$ cat src/hw/rtl/clock_offset_estimator_core_assert.svh
// Assertion macros shared by the clock offset estimator modules.
`ifndef CLOCK_OFFSET_ESTIMATOR_CORE_ASSERT_SVH
`define CLOCK_OFFSET_ESTIMATOR_CORE_ASSERT_SVH
// Assert that a condition implies a property on the same edge.
`define COE_ASSERT_IMP(lbl, clk, rst_n, ante, cons) \
  lbl: assert property (@(posedge clk) disable iff (!rst_n) (ante) |-> (cons)) \
    else $error("assertion failed");
// Assert that a condition implies a property on the following edge.
`define COE_ASSERT_NEXT(lbl, clk, rst_n, ante, cons) \
  lbl: assert property (@(posedge clk) disable iff (!rst_n) (ante) |=> (cons)) \
    else $error("assertion failed");
`endif

$ cat src/hw/rtl/coe_pkg.sv
// ----------------------------------------------------------------------------
// coe_pkg
// Shared types and constants of the clock offset estimator.
// ----------------------------------------------------------------------------
package coe_pkg;

  localparam int unsigned QOne = 65536;

  // Register byte addresses (index times four).
  localparam logic [3:0] RegReject = 4'd0;
  localparam logic [3:0] RegGate   = 4'd4;
  localparam logic [3:0] RegAlpha  = 4'd8;

  // Commands from the controller to the datapath.
  typedef struct packed {
    logic load;      // capture input, compute rtt and raw offset
    logic sort_step; // one compare-exchange pass step
    logic sort_init; // copy window into sort buffer
    logic decide;    // evaluate gate
    logic mul_lo;    // first partial products
    logic mul_hi;    // second partial products
    logic commit;    // write window and averages
  } coe_cmd_t;

  // Status from the datapath to the controller.
  typedef struct packed {
    logic gate_on;
  } coe_sts_t;

endpackage

$ cat src/hw/rtl/coe_ctrl.sv
// ----------------------------------------------------------------------------
// coe_ctrl
// Sequencer: load, sort the window when the gate is on, gate, blend, commit, present the result.
// ----------------------------------------------------------------------------
module coe_ctrl
  import coe_pkg::*;
#(
  parameter int unsigned WINDOW_DEPTH = 16
) (
  input  logic     clk_i,
  input  logic     rst_ni,
  input  logic     in_valid_i,
  output logic     in_ready_o,
  output logic     out_valid_o,
  input  logic     out_ready_i,
  input  coe_sts_t sts_i,
  output coe_cmd_t cmd_o
);

  typedef enum logic [2:0] {
    S_IDLE, S_LOAD, S_SINIT, S_SORT, S_DECIDE, S_MLO, S_MHI, S_COMMIT
  } state_e;

  localparam int unsigned CntW = $clog2(WINDOW_DEPTH + 1);

  state_e          state_q;
  logic [CntW-1:0] cnt_q;
  logic            out_valid_q;
  logic            commit_go;

  // Commit once the output register is free or its transfer happens now.
  assign commit_go   = (state_q == S_COMMIT) && (!out_valid_q || out_ready_i);
  assign in_ready_o  = (state_q == S_IDLE);
  assign out_valid_o = out_valid_q;

  always_comb begin
    cmd_o = '0;
    cmd_o.load      = in_valid_i && in_ready_o;
    cmd_o.sort_init = (state_q == S_SINIT);
    cmd_o.sort_step = (state_q == S_SORT);
    cmd_o.decide    = (state_q == S_DECIDE);
    cmd_o.mul_lo    = (state_q == S_MLO);
    cmd_o.mul_hi    = (state_q == S_MHI);
    cmd_o.commit    = commit_go;
  end

  // Advance the sequence; hold the result until its transfer.
  always_ff @(posedge clk_i or negedge rst_ni) begin
    if (!rst_ni) begin
      state_q     <= S_IDLE;
      cnt_q       <= '0;
      out_valid_q <= 1'b0;
    end else begin
      if (commit_go) out_valid_q <= 1'b1;
      else if (out_valid_q && out_ready_i) out_valid_q <= 1'b0;
      unique case (state_q)
        S_IDLE: begin
          if (in_valid_i) state_q <= S_LOAD;
        end
        S_LOAD: begin
          state_q <= sts_i.gate_on ? S_SINIT : S_DECIDE;
        end
        S_SINIT: begin
          cnt_q   <= '0;
          state_q <= S_SORT;
        end
        S_SORT: begin
          cnt_q <= cnt_q + 1'b1;
          if (cnt_q == CntW'(WINDOW_DEPTH - 1)) state_q <= S_DECIDE;
        end
        S_DECIDE: state_q <= S_MLO;
        S_MLO:    state_q <= S_MHI;
        S_MHI:    state_q <= S_COMMIT;
        S_COMMIT: begin
          if (commit_go) state_q <= S_IDLE;
        end
        default: state_q <= S_IDLE;
      endcase
    end
  end

`include "clock_offset_estimator_core_assert.svh"
  `COE_ASSERT_IMP(a_ready_idle, clk_i, rst_ni, in_ready_o, state_q == S_IDLE)
  `COE_ASSERT_NEXT(a_commit_valid, clk_i, rst_ni, commit_go, out_valid_q)
  `COE_ASSERT_NEXT(a_out_hold, clk_i, rst_ni, out_valid_q && !out_ready_i, out_valid_q)

endmodule

$ cat config.mk
export PLATFORM = sky130hd
export DESIGN_NAME = coe_ctrl
export DESIGN_NICKNAME = d
export VERILOG_FILES = /design/src/hw/rtl/coe_pkg.sv /design/src/hw/rtl/coe_ctrl.sv
export VERILOG_INCLUDE_DIRS = /design/src /design/src/hw/rtl
export SDC_FILE = /design/constraint.sdc
export NUM_CORES = 1
export LEC_CHECK = 0
export BUFFER_PORTS_ARGS = -buffer_cell sky130_fd_sc_hd__buf_2
export CAP_MARGIN = 40
export CORE_AREA = 2 2 39 41
export DETAILED_ROUTE_END_ITERATION = 10
export DIE_AREA = 0 0 41 43
export GPL_ROUTABILITY_DRIVEN = 0
export PLACE_DENSITY = 0.69
export SLEW_MARGIN = 25
export SYNTH_ARGS = -nofsm -noshare
export SYNTH_HDL_FRONTEND = slang
export SYNTH_SLANG_ARGS = --single-unit
$ cat constraint.sdc
create_clock -name clk_i -period 2.8 [get_ports clk_i]
set_input_delay 0 -clock clk_i [delete_from_list [all_inputs] [get_ports clk_i]]
set_output_delay 0 -clock clk_i [all_outputs]
set_load 0.02 [all_outputs]
## Word-level counts from Yosys, hierarchy flattened

Cells that the tools add are included.

- $add $sub $neg: 1
- Multipliers: 0
- Div/mod/pow operators: 0
- $lt $le $gt $ge: 0
- Equality and inequality tests: 11
- Shift-type cells: 0
- Multiplexer cells: 8
- Bitwise operators: 0
- Reduce and logical (&&, ||, !) cells: 9

Operators with widths:

| operator | number |
|---|---|
| case mux 3 bit (8 select lines) | 1 |
| == test 3 bit, second input constant | 4 |
| two-way mux 3 bit | 4 |
| case mux 5 bit (2 select lines) | 1 |
| == test 3 x 2 -> 1 bit, second input constant | 2 |
| adder 5 x 1 -> 5 bit, second input constant | 1 |
| == test 5 x 4 -> 1 bit, second input constant | 1 |
| inequality test 2 bit, second input constant | 2 |
| nonzero test 2 bit | 2 |
| == test 3 x 1 -> 1 bit, second input constant | 1 |
| logical AND 1 bit | 3 |
| logical NOT 3 bit | 1 |
| AND reduction 3 bit | 1 |
| two-way mux 1 bit | 2 |
| inequality test 2 x 1 -> 1 bit, second input constant | 1 |
| logical NOT 1 bit | 1 |
| logical OR 1 bit | 1 |

- Bits in registers: 9
- Bits in latches: 0
- Bits in writable memories: 0
- ROM bits: 0
- Output and inout bits: 9
- Memories kept: 0

## Longest topological paths before layout

- Word-level depth: 5
- Gate-level depth with buffers: 6
- Depth with buffers taken out: 6

## Least setup slack after synthesis

No wires, ideal clock.

- Path kind: reg-to-output
- Start point: reg state_q[1]
- End point: out cmd_o[6] (netlist bit)
- Arrival: 1.432 ns
- Setup slack: 1.368 ns
- Cell stages (with the launch flop): 4
- Buffers on the path: 1
- Cell sequence: dfrtp_1 clkbuf_1 nor3_1 and2_1

RTL lines:

| element | RTL line | source |
|---|---|---|
| start: declaration | coe_ctrl.sv:26 | `state_e state_q;` |
| start signal: assignment | coe_ctrl.sv:61 | `state_q <= sts_i.gate_on ? S_SINIT : S_DECIDE;` |
| end: declaration | coe_ctrl.sv:17 | `output coe_cmd_t cmd_o` |

## Worst setup path after layout

- Start point: reg cnt_q[0]
- End point: reg state_q[1]

- Cells in the longest elaborated chain, start to end: 3

Ends and longest elaborated chain:

| element | RTL line | source |
|---|---|---|
| start: declaration | coe_ctrl.sv:27 | `logic [CntW-1:0] cnt_q;` |
| start signal: assignment | coe_ctrl.sv:68 | `cnt_q <= cnt_q + 1'b1;` |
| == test 5 x 4 -> 1 bit | coe_ctrl.sv:69 | `if (cnt_q == CntW'(WINDOW_DEPTH - 1)) state_q <= S_DECIDE;` |
| inequality test 2 x 1 -> 1 bit (no source line) | - |  |
| AND reduction 3 bit (no source line) | - |  |

Every way passes these cells.
A chain may end at the register's enable or synchronous reset.

==> impl_metrics.tcl <==
set metrics [dict create \
    finalClockSkew_ps 0.486 \
    htree_levels 1 \
    p_leak_nw 0.314 \
    ctsResizeCount 0 \
    crit_path_top_delay_cell "dfrtp_1" \
    grt_max_degree 14 \
    syn_to_final_growth_pct 15.7 \
    vias 461 \
    yosysSeqAreaShare_pct 42.8 \
    status "finished, final reports clean" \
    cts-root-buf "clkbuf_4" \
    cts_setup_buffers 0 \
    max_cap_viol_count 0 \
    start_kind "register" \
    grt-ovfl-total 0 \
    synth-main-ff-cell "dfrtp_1" \
    timing.hold.ws_ps 54.6 \
    drt_pass1_iterations 4 \
    worst_pin_slew_ps 408 \
    cp_data_required_time_ps 2960 \
    die_w_um 41 \
    grt_antenna_before_repair 0 \
    layout.nets 79 \
    synthesis.nets 65 \
    cts_sinks 9 \
    wl_um 970 \
    cts_tree "done" \
    fin_tns_setup_ps 0 \
    antenna_cells 0 \
    synth_top_cell_by_area "dfrtp_1" \
    fmax_ghz 0.662 \
    worst-setup-path-type "register to register" \
    final_cell_mix "buf_2, dfrtp_1, nand2_1" \
    clk_pin_slew_worst_paths_ps 60 \
    design.die.area_mm2 0.00176 \
    totalPowerFinal_uw 722 \
    slew_viol_final 0 \
    synth-edff-count 0 \
    cts_buffers 3 \
    drt_iter0_drc 13 \
    start_util_pct 38.1 \
    hold_viol 0 \
    die_h_um 43 \
    synth.ff_latch_count 9 \
    path_cells "ha_1 -> and3_1 -> ha_1 -> nand2_1 -> nand2_1 -> a311oi_1" \
    synth_async_sr_flop_share_pct 100 \
    syn-cell-area_um2 527 \
    route.detailed.drc 0 \
    rsz0062_at_grt "no" \
    synth.area.top_cells "dfrtp_1, nand2_1, ha_1" \
    period_share_pct 54.0 \
    slew_headroom_pct 72.8 \
    detail-route-antenna-nets 0 \
    avgSynthCellArea_um2 9.08 \
    arrival_ps 1670 \
    yosys.area.top_type_share_pct 42.8 \
    ys_warn_count 0 \
    pin_count 14 \
    final_common_cell "buf_2" \
    core-area_mm2 0.00138 \
    io_buffers 13 \
    wl_per_cell_um 11.1 \
    period_needed_ps 1510 \
    clkLatencyLatePin_ps 260 \
    grt_pass1_wl_um 1790 \
    path_max_fanout 3 \
    drive_gt1_share_pct 25.4 \
    num_rows 14 \
    power_density_mw_per_mm2 1190 \
    worst-path-buf-inv 0 \
    vias_per_cell 5.30 \
    synth_cell_types 27 \
    clockBufferDepth 2 \
    cp_top_family "adder cells" \
    gr-usage-all-layers_pct 15.2 \
    syn_inst 58 \
    ir_drop_mv 0.404 \
    setup-violations-final 0 \
    end_kind "register" \
    grt_pass1_vias 431 \
    hold_path_class "input port to register" \
    cp_slowest_stage_delay_ps 390 \
    dp.final_hpwl_um 729 \
]
==> per-layer routing <==
layer  global-route usage (%)  share of wire [%]
met2                     19.4                 43
met1                     21.8                 47
met4                     11.3                3.1
met3                     2.62                6.0
met5                        0                  0
==> power by group <==
part | internal, mW | switching [mW] | leakage (nW) | total (mW)
Combinational | 0.147 | 0.187 | 0.189 | 0.334
Sequential | 0.192 | 0.0980 | 0.110 | 0.290
Clock | 0.0548 | 0.0438 | 0.0150 | 0.0987
==> sequential cells by signal, summed over array words and instances, names as in the netlist <==
register     count
out_valid_o      1
cnt_q            5
state_q          3
==> cell usage after synthesis, drive strengths merged, types with 2 or more instances <==
master	n
dfrtp	9
nand2	7
nor2	5
buf	4
nand3	4
inv	3
nand2b	3
o21ai	3
a21oi	2
and3	2
ha	2
nor3	2
==> worst reg2reg max path, cell delays in order (launching register included) <==
cell      delay, ps
dfrtp_1         390
ha_1            230
and3_1          190
ha_1            190
nand2_1          90
nand2_1          60
a311oi_1        260
==> worst paths after layout <==
kind,startpoint,to,slack [ps],cells after the start
hold / removal,out_ready_i,out_valid_o,50,3
setup / recovery,cnt_q[0],state_q[1],1290,6
min in group asynchronous,rst_ni,state_q[2],110,2
max in group asynchronous,rst_ni,cnt_q[0],2510,2
setup reg to reg,cnt_q[0],state_q[1],1290,6
hold reg to reg,cnt_q[4],cnt_q[4],480,2
==> through the flow <==
step           cells  util (%)  instance area [um2]  setup WS (ps)
2_1_floorplan     58         -                  527           1370
3_3_place_gp      82      41.4                  573           1360
3_5_place_dp      82      41.4                  573           1300
4_1_cts           87      44.0                  609           1280
5_1_grt           87      44.0                  609           1200
6_report          87      44.0                  609           1290
==> cells by family (layout without fill, tap and decap cells) <==
| group | after synthesis | after routing | synth area share [%] |
|---|---|---|---|
| flops | 9 | 9 | 42.8 |
| fa+ha+maj | 2 | 2 | 4.75 |
| buf+inv | 8 | 21 | 9.50 |
| mux | 2 | 2 | 4.04 |
| simple gates | 27 | 27 | 26.8 |
| compound gates | 10 | 10 | 12.1 |
==> layout make-up <==
cell class              count  area [um2]
fillers                   133         774
multi-input cells          41         251
flip-flops and latches      9         225
repair buffers             14        75.1
clock buffers               4        26.3
well taps                  16        20.0
inverters                   3        11.3
==> what timing repair did <==
item,in CTS,in global routing
endpoints found under the setup margin,0,0
hold buffers,1,0
endpoints found under the hold margin,9,0
(Power assumes the default switching activity.)
